==> src/sv/pfde_pkg.sv <==
// ----------------------------------------------------------------------------
// pfde_pkg: shared definitions for the page framebuffer drawing engine
// Display geometry, command codes, controller/datapath interface structs
// and the 5x8 glyph table.
// ----------------------------------------------------------------------------
`default_nettype none
package pfde_pkg;
	localparam int DISPLAY_WIDTH  = 128;
	localparam int DISPLAY_HEIGHT = 64;
	localparam int PAGE_COUNT     = (DISPLAY_HEIGHT + 7) / 8;
	localparam int STORE_BYTES    = DISPLAY_WIDTH * PAGE_COUNT;
	localparam int ADDR_W         = $clog2(STORE_BYTES);
	localparam int COORD_W        = 12;
	localparam int ERR_W          = 14;
	localparam int GLYPH_FIRST    = 32;
	localparam int GLYPH_LAST     = 90;
	localparam int GLYPH_COLS     = 5;
	localparam int GLYPH_ROWS     = 8;
	localparam int GLYPH_COUNT    = 59;

	typedef enum logic [2:0] {
		OP_CLEAR = 3'd0,
		OP_PIXEL = 3'd1,
		OP_LINE  = 3'd2,
		OP_RECT  = 3'd3,
		OP_FILL  = 3'd4,
		OP_GLYPH = 3'd5,
		OP_READ  = 3'd6,
		OP_NONE  = 3'd7
	} op_t;

	typedef logic signed [COORD_W-1:0] coord_t;
	typedef logic signed [ERR_W-1:0]   err_t;

	typedef struct packed {
		logic capture;
		logic setup;
		logic seg_load;
		logic step;
		logic pix_rd;
		logic pix_wr;
		logic clr_wr;
		logic rd_issue;
		logic out_load;
	} cmd_t;

	typedef struct packed {
		op_t  op;
		logic empty;
		logic walk_last;
		logic seg_more;
		logic pix_ok;
		logic clr_last;
	} sts_t;

	// Columns 0..4 from the most significant byte down; bit j is row j.
	localparam logic [39:0] GLYPH_ROM [GLYPH_COUNT] = '{
		40'h0000000000, 40'h00005F0000, 40'h0007000700, 40'h147F147F14,
		40'h242A7F2A12, 40'h2313086462, 40'h3649552250, 40'h0005030000,
		40'h001C224100, 40'h0041221C00, 40'h082A1C2A08, 40'h08083E0808,
		40'h0050300000, 40'h0808080808, 40'h0060600000, 40'h2010080402,
		40'h3E5149453E, 40'h00427F4000, 40'h4261514946, 40'h2141454B31,
		40'h1814127F10, 40'h2745454539, 40'h3C4A494930, 40'h0171090503,
		40'h3649494936, 40'h064949291E, 40'h0036360000, 40'h0056360000,
		40'h0008142241, 40'h1414141414, 40'h4122140800, 40'h0201510906,
		40'h324979413E, 40'h7E1111117E, 40'h7F49494936, 40'h3E41414122,
		40'h7F4141221C, 40'h7F49494941, 40'h7F09090101, 40'h3E41415132,
		40'h7F0808087F, 40'h00417F4100, 40'h2040413F01, 40'h7F08142241,
		40'h7F40404040, 40'h7F0204027F, 40'h7F0408107F, 40'h3E4141413E,
		40'h7F09090906, 40'h3E4151215E, 40'h7F09192946, 40'h4649494931,
		40'h01017F0101, 40'h3F4040403F, 40'h1F2040201F, 40'h7F2018207F,
		40'h6314081463, 40'h0304780403, 40'h6151494543
	};

	function automatic logic [7:0] glyph_col(input logic [5:0] g, input logic [2:0] c);
		logic [39:0] bits;
		bits = GLYPH_ROM[g];
		if (c > 3'd4)
			return 8'h00;
		return bits[39 - 8 * int'(c) -: 8];
	endfunction
endpackage
`default_nettype wire

==> src/sv/pfde_ctrl.sv <==
// ----------------------------------------------------------------------------
// pfde_ctrl: command sequencer
// Walks each command through clear sweep, pixel read-modify-write and
// result hand-off; drives the datapath by command strobes.
// ----------------------------------------------------------------------------
`default_nettype none
module pfde_ctrl (
	input  wire logic          clk,
	input  wire logic          arst_n,
	input  wire logic          in_valid,
	output logic               in_ready,
	output logic               out_valid,
	input  wire logic          out_ready,
	output pfde_pkg::cmd_t     cmd,
	input  wire pfde_pkg::sts_t sts
);
	import pfde_pkg::*;

	typedef enum logic [6:0] {
		S_IDLE   = 7'b0000001,
		S_CLEAR  = 7'b0000010,
		S_SETUP  = 7'b0000100,
		S_PLOT   = 7'b0001000,
		S_WRITE  = 7'b0010000,
		S_SEG    = 7'b0100000,
		S_FINISH = 7'b1000000
	} state_t;

	state_t state_q, state_d;
	logic   boot_q;
	logic   out_valid_q;

	assign in_ready  = (state_q == S_IDLE);
	assign out_valid = out_valid_q;

	always_comb begin
		cmd     = '0;
		state_d = state_q;
		unique case (state_q)
			S_IDLE: begin
				if (in_valid) begin
					cmd.capture = 1'b1;
					state_d     = S_SETUP;
				end
			end
			S_CLEAR: begin
				cmd.clr_wr = 1'b1;
				if (sts.clr_last)
					state_d = boot_q ? S_IDLE : S_FINISH;
			end
			S_SETUP: begin
				unique case (sts.op)
					OP_CLEAR: state_d = S_CLEAR;
					OP_READ: begin
						cmd.rd_issue = 1'b1;
						state_d      = S_FINISH;
					end
					OP_NONE: state_d = S_FINISH;
					default: begin
						cmd.setup = 1'b1;
						state_d   = sts.empty ? S_FINISH : S_PLOT;
					end
				endcase
			end
			S_PLOT, S_WRITE: begin
				if (state_q == S_PLOT && sts.pix_ok) begin
					cmd.pix_rd = 1'b1;
					state_d    = S_WRITE;
				end else begin
					cmd.pix_wr = (state_q == S_WRITE);
					if (!sts.walk_last) begin
						cmd.step = 1'b1;
						state_d  = S_PLOT;
					end else begin
						state_d = sts.seg_more ? S_SEG : S_FINISH;
					end
				end
			end
			S_SEG: begin
				cmd.seg_load = 1'b1;
				state_d      = S_PLOT;
			end
			S_FINISH: begin
				// The previous result may still be waiting on the output side.
				if (!out_valid_q || out_ready) begin
					cmd.out_load = 1'b1;
					state_d      = S_IDLE;
				end
			end
			default: state_d = S_IDLE;
		endcase
	end

	always_ff @(posedge clk or negedge arst_n) begin
		if (!arst_n) begin
			state_q     <= S_CLEAR;
			boot_q      <= 1'b1;
			out_valid_q <= 1'b0;
		end else begin
			state_q <= state_d;
			if (state_q == S_CLEAR && sts.clr_last)
				boot_q <= 1'b0;
			if (cmd.out_load)
				out_valid_q <= 1'b1;
			else if (out_ready)
				out_valid_q <= 1'b0;
		end
	end
endmodule
`default_nettype wire

==> config.mk <==
export PLATFORM = sky130hd
export DESIGN_NAME = pfde_ctrl
export DESIGN_NICKNAME = d
export VERILOG_FILES = /design/src/sv/pfde_pkg.sv /design/src/sv/pfde_ctrl.sv
export SDC_FILE = /design/constraint.sdc
export NUM_CORES = 1
export LEC_CHECK = 0
export BUFFER_PORTS_ARGS = -buffer_cell sky130_fd_sc_hd__buf_4
export CORE_MARGIN = 5
export CORE_UTILIZATION = 44
export DETAILED_ROUTE_END_ITERATION = 8
export GPL_TIMING_DRIVEN = 0
export PLACE_DENSITY_LB_ADDON = 0.15
export REMOVE_ABC_BUFFERS = 1
export SETUP_SLACK_MARGIN = 0.5
export SYNTH_ARGS = -nofsm -noshare
export SYNTH_HDL_FRONTEND = slang
export SYNTH_SLANG_ARGS = --single-unit
==> constraint.sdc <==
create_clock -name clk -period 1.8 [get_ports clk]
set_input_delay 0.18 -clock clk [delete_from_list [all_inputs] [get_ports clk]]
set_output_delay 0.18 -clock clk [all_outputs]
set_load 0.005 [all_outputs]
==> flow_summary_export.csv <==
group,metric,value,unit
cells_and_area,num_antenna_cells,0,
run,max_cap_violations,0,
floorplan,die_w,49.04,um
route,num_vias,752,
clock_tree,clock-sinks,9,
timing,setup-violations-final,0,
synthesis,synth-xor-area-share,1.306,%
synthesis,synth_cell_types,34,
min_path,min_to,"state_q[1]",
placement,place.gp.congestion,0.8073,
setup_path,r2r_end,"state_q[0]",
placement,dp_hpwl,1195,um
synthesis,synth.largest_area_cell,"dfrtp_1",
timing,rsz0062_at_grt,"yes",
synthesis,synth_area_per_cell,9.581,um^2
timing,worst_slew_pin_slew,0.3020,ns
synthesis,synth_top_family_by_area,"simple AND/OR/NAND/NOR gates",
cells_and_area,stdcell_area,1171,um^2
timing,slew_headroom,79.71,%
setup_path,critPathLaunchType,"flip-flop",
route,dr.pass1.iters,6,
timing,fin_tns_setup,0,ns
timing,finalHoldViolations,0,
cells_and_area,regArea,235.2,um^2
clock_tree,clockBufferDepth,2,
outcome,status,"completed",
power_and_ir_drop,ir_worst_vdd,0.0003920,V
route,antenna_left,0,
clock_tree,cts_tree,"done",
timing,finClkSkew,0.002527,ns
route,via_per_inst,5.697,
synthesis,synth_fa_ha_area_share,0,%
synthesis,synth_compound_area_share,17.72,%
floorplan,io_pins,23,
cells_and_area,drive_gt1_share,68.10,%
placement,io_buffers,22,
min_path,hold_class,"in2reg",
synthesis,netlist_top_cells_area,"dfrtp_1 26%, dfstp_2 7.8%, nand2_1 5.0%",
cells_and_area,fin_nets,129,
synthesis,synthSimpleGateAreaFrac,39.74,%
cells_and_area,fill_cells,90,
floorplan,rows,14,
setup_path,end_kind,"output pin",
timing,finalMaxSlewViolations,0,
route,remaining_drc_errors,0,
setup_path,worstSetupPathType,"reg2out",
synthesis,synthMuxAreaShare,0,%
synthesis,synth.top_cells.by_count,"9 x nand2_1, 7 x dfrtp_1, 5 x inv_1, 5 x nor3_1",
timing,fmax,584.3,MHz
timing,layout_min_cycle_time,1.711,ns
synthesis,async_flop_share,100.0,%
route,drt_wl_total,2070,um
timing,holdWs,0.05901,ns
clock_tree,numCtsBuffers,3,
route,post_drt_wl_per_cell,15.68,um
timing,timing.final.crit_share,95.08,%
power_and_ir_drop,p_leak,0.5519,nW
synthesis,yosysTopAreaCellShare,26.12,%
route,first_iter_violations,12,
global_routing,globalRouteOverflowTotal,0,
cells_and_area,fin_util,79.59,%
floorplan,die_y,49.04,um
setup_path,critPathRequiredTime,1.62,ns
synthesis,yosysSeqAreaShare,33.96,%
setup_path,slowest_delay,0.46,ns
setup_path,rrSetupSlack,0.29,ns
setup_path,crit_chain,"nor4b_4 > nand2_2 > nor3b_2 > buf_4",
setup_path,critPathSlowestCell,"dfrtp_2",
clock_tree,clkTransAtPathRegs,0.06,ns
global_routing,grt_start_max_net_pins,10,
min_path,min_from,"sts[0]",
floorplan,initial_core_util,45.58,%
min_path,min_delay_path_depth,2,
floorplan,die_area,2405,um^2
global_routing,grt_pass1_vias,765,
setup_path,cp.arrival,1.53,ns
clock_tree,clk_latency,0.27,ns
setup_path,reg2reg_depth,6,
cells_and_area,areaGrowthSynthToFinish,74.63,%
cells_and_area,multi_input_area,511.7,um^2
synthesis,syn_inst,70,
synthesis,synthFlopType,"dfrtp_1",
synthesis,syn-cell-area,670.6,um^2
power_and_ir_drop,power_density,834.6,nW/um^2
synthesis,ys_seq_elements,9,
synthesis,synth_edf_count,0,
power_and_ir_drop,total_power,0.9774,mW
synthesis,yosysMostFrequentCell,"nand2_1",
clock_tree,cts_root_buffer,"clkbuf_4",
setup_path,r2r_start,"state_q[3]",
placement,placed_area,825.8,um^2
clock_tree,htree_levels,1,
synthesis,synth_warnings,0,
global_routing,antenna_found_initial,0,
setup_path,critPathMaxFanout,4,
global_routing,grt_first_pass_wirelength,3160,um
floorplan,coreArea,1471,um^2
global_routing,grt_use_total,16.71,%
==> through the flow <==
step / worst slack, ns / cells
floorplan: 0.3763 / 67
global placement: 0.1479 / 105
detailed placement: 0.1560 / 105
CTS: 0.1268 / 126
global route: 0.02704 / 132
finish: 0.08863 / 132
==> worst max path at each step <==
stage                     depth (start not counted)  startpoint  endpoint
after floorplan                                   4  state_q[4]    cmd[8]
after global placement                            4  state_q[4]    cmd[7]
after detailed placement                          4  state_q[4]    cmd[7]
after CTS                                         4  state_q[3]    cmd[7]
after global routing                              4  state_q[6]    cmd[7]
final                                             4  state_q[6]    cmd[7]
==> sequential cells by signal (all words and copies together) (netlist names) <==
| signal | cells |
|---|---|
| boot_q | 1 |
| out_valid | 1 |
| state_q | 7 |
==> final cells by class <==
cell class / count / share of cell area [%]
clock buffer: 4 / 2.244
sequential: 9 / 20.09
multi-input combinational: 53 / 43.70
timing repair buffer: 45 / 30.66
tap: 16 / 1.709
inverter: 5 / 1.603
==> placed cells by master (no fill, tap or decap), types with 2 or more instances in the layout <==
master,instances
clkbuf_4,3
dfrtp_2,6
nand2_1,7
nor3_4,3
and2_1,2
buf_4,39
o21ai_1,2
nor3_1,2
dfstp_2,2
a211o_1,2
nor3b_2,2
nor3_2,3
inv_1,5
buf_6,5
==> cells by family (layout without fill, tap and decap cells) <==
| kind of cell | Yosys count | in the layout |
|---|---|---|
| xor gates and xnor gates | 1 | 1 |
| DFF | 9 | 9 |
| buffers and inverters | 8 | 54 |
| AOI/OAI and AO/OA | 13 | 13 |
| and+or+nand+nor | 39 | 39 |
==> power by group <==
group	switching, mW	internal, mW	total (mW)
registers	0.0657	0.234	0.300
clock network	0.0812	0.0861	0.167
logic	0.240	0.270	0.510
total	0.387	0.590	0.977
==> what timing repair did <==
| item | in CTS | in global routing |
|---|---|---|
| resized for setup | 17 | 20 |
| pin swaps | 13 | 11 |
| hold buffers | 1 | 0 |
| hold endpoints to repair | 9 | 0 |
| endpoints found under the setup margin | 16 | 16 |
| buffers inserted | 16 | 6 |
==> worst max-delay path: cells and delay by family, from the launching register on <==
| kind | cells | cell delay, ns |
|---|---|---|
| DFF | 1 | 0.46 |
| and+or+nand+nor | 3 | 0.65 |
| buffers and inverters | 1 | 0.14 |
==> per-layer routing <==
| metal | vias to the layer above | share of wire, % | wire length (um) | GRT usage (%) |
|---|---|---|---|---|
| met5 | - | 0 | 0 | 0 |
| met4 | 0 | 3.1 | 65 | 13.90 |
| met3 | 7 | 5.3 | 109 | 4.281 |
| met2 | 38 | 50 | 1030 | 26.09 |
| met1 | 359 | 42 | 864 | 18.73 |
| li1 | 348 | - | - | - |
(Power assumes the default switching activity.)
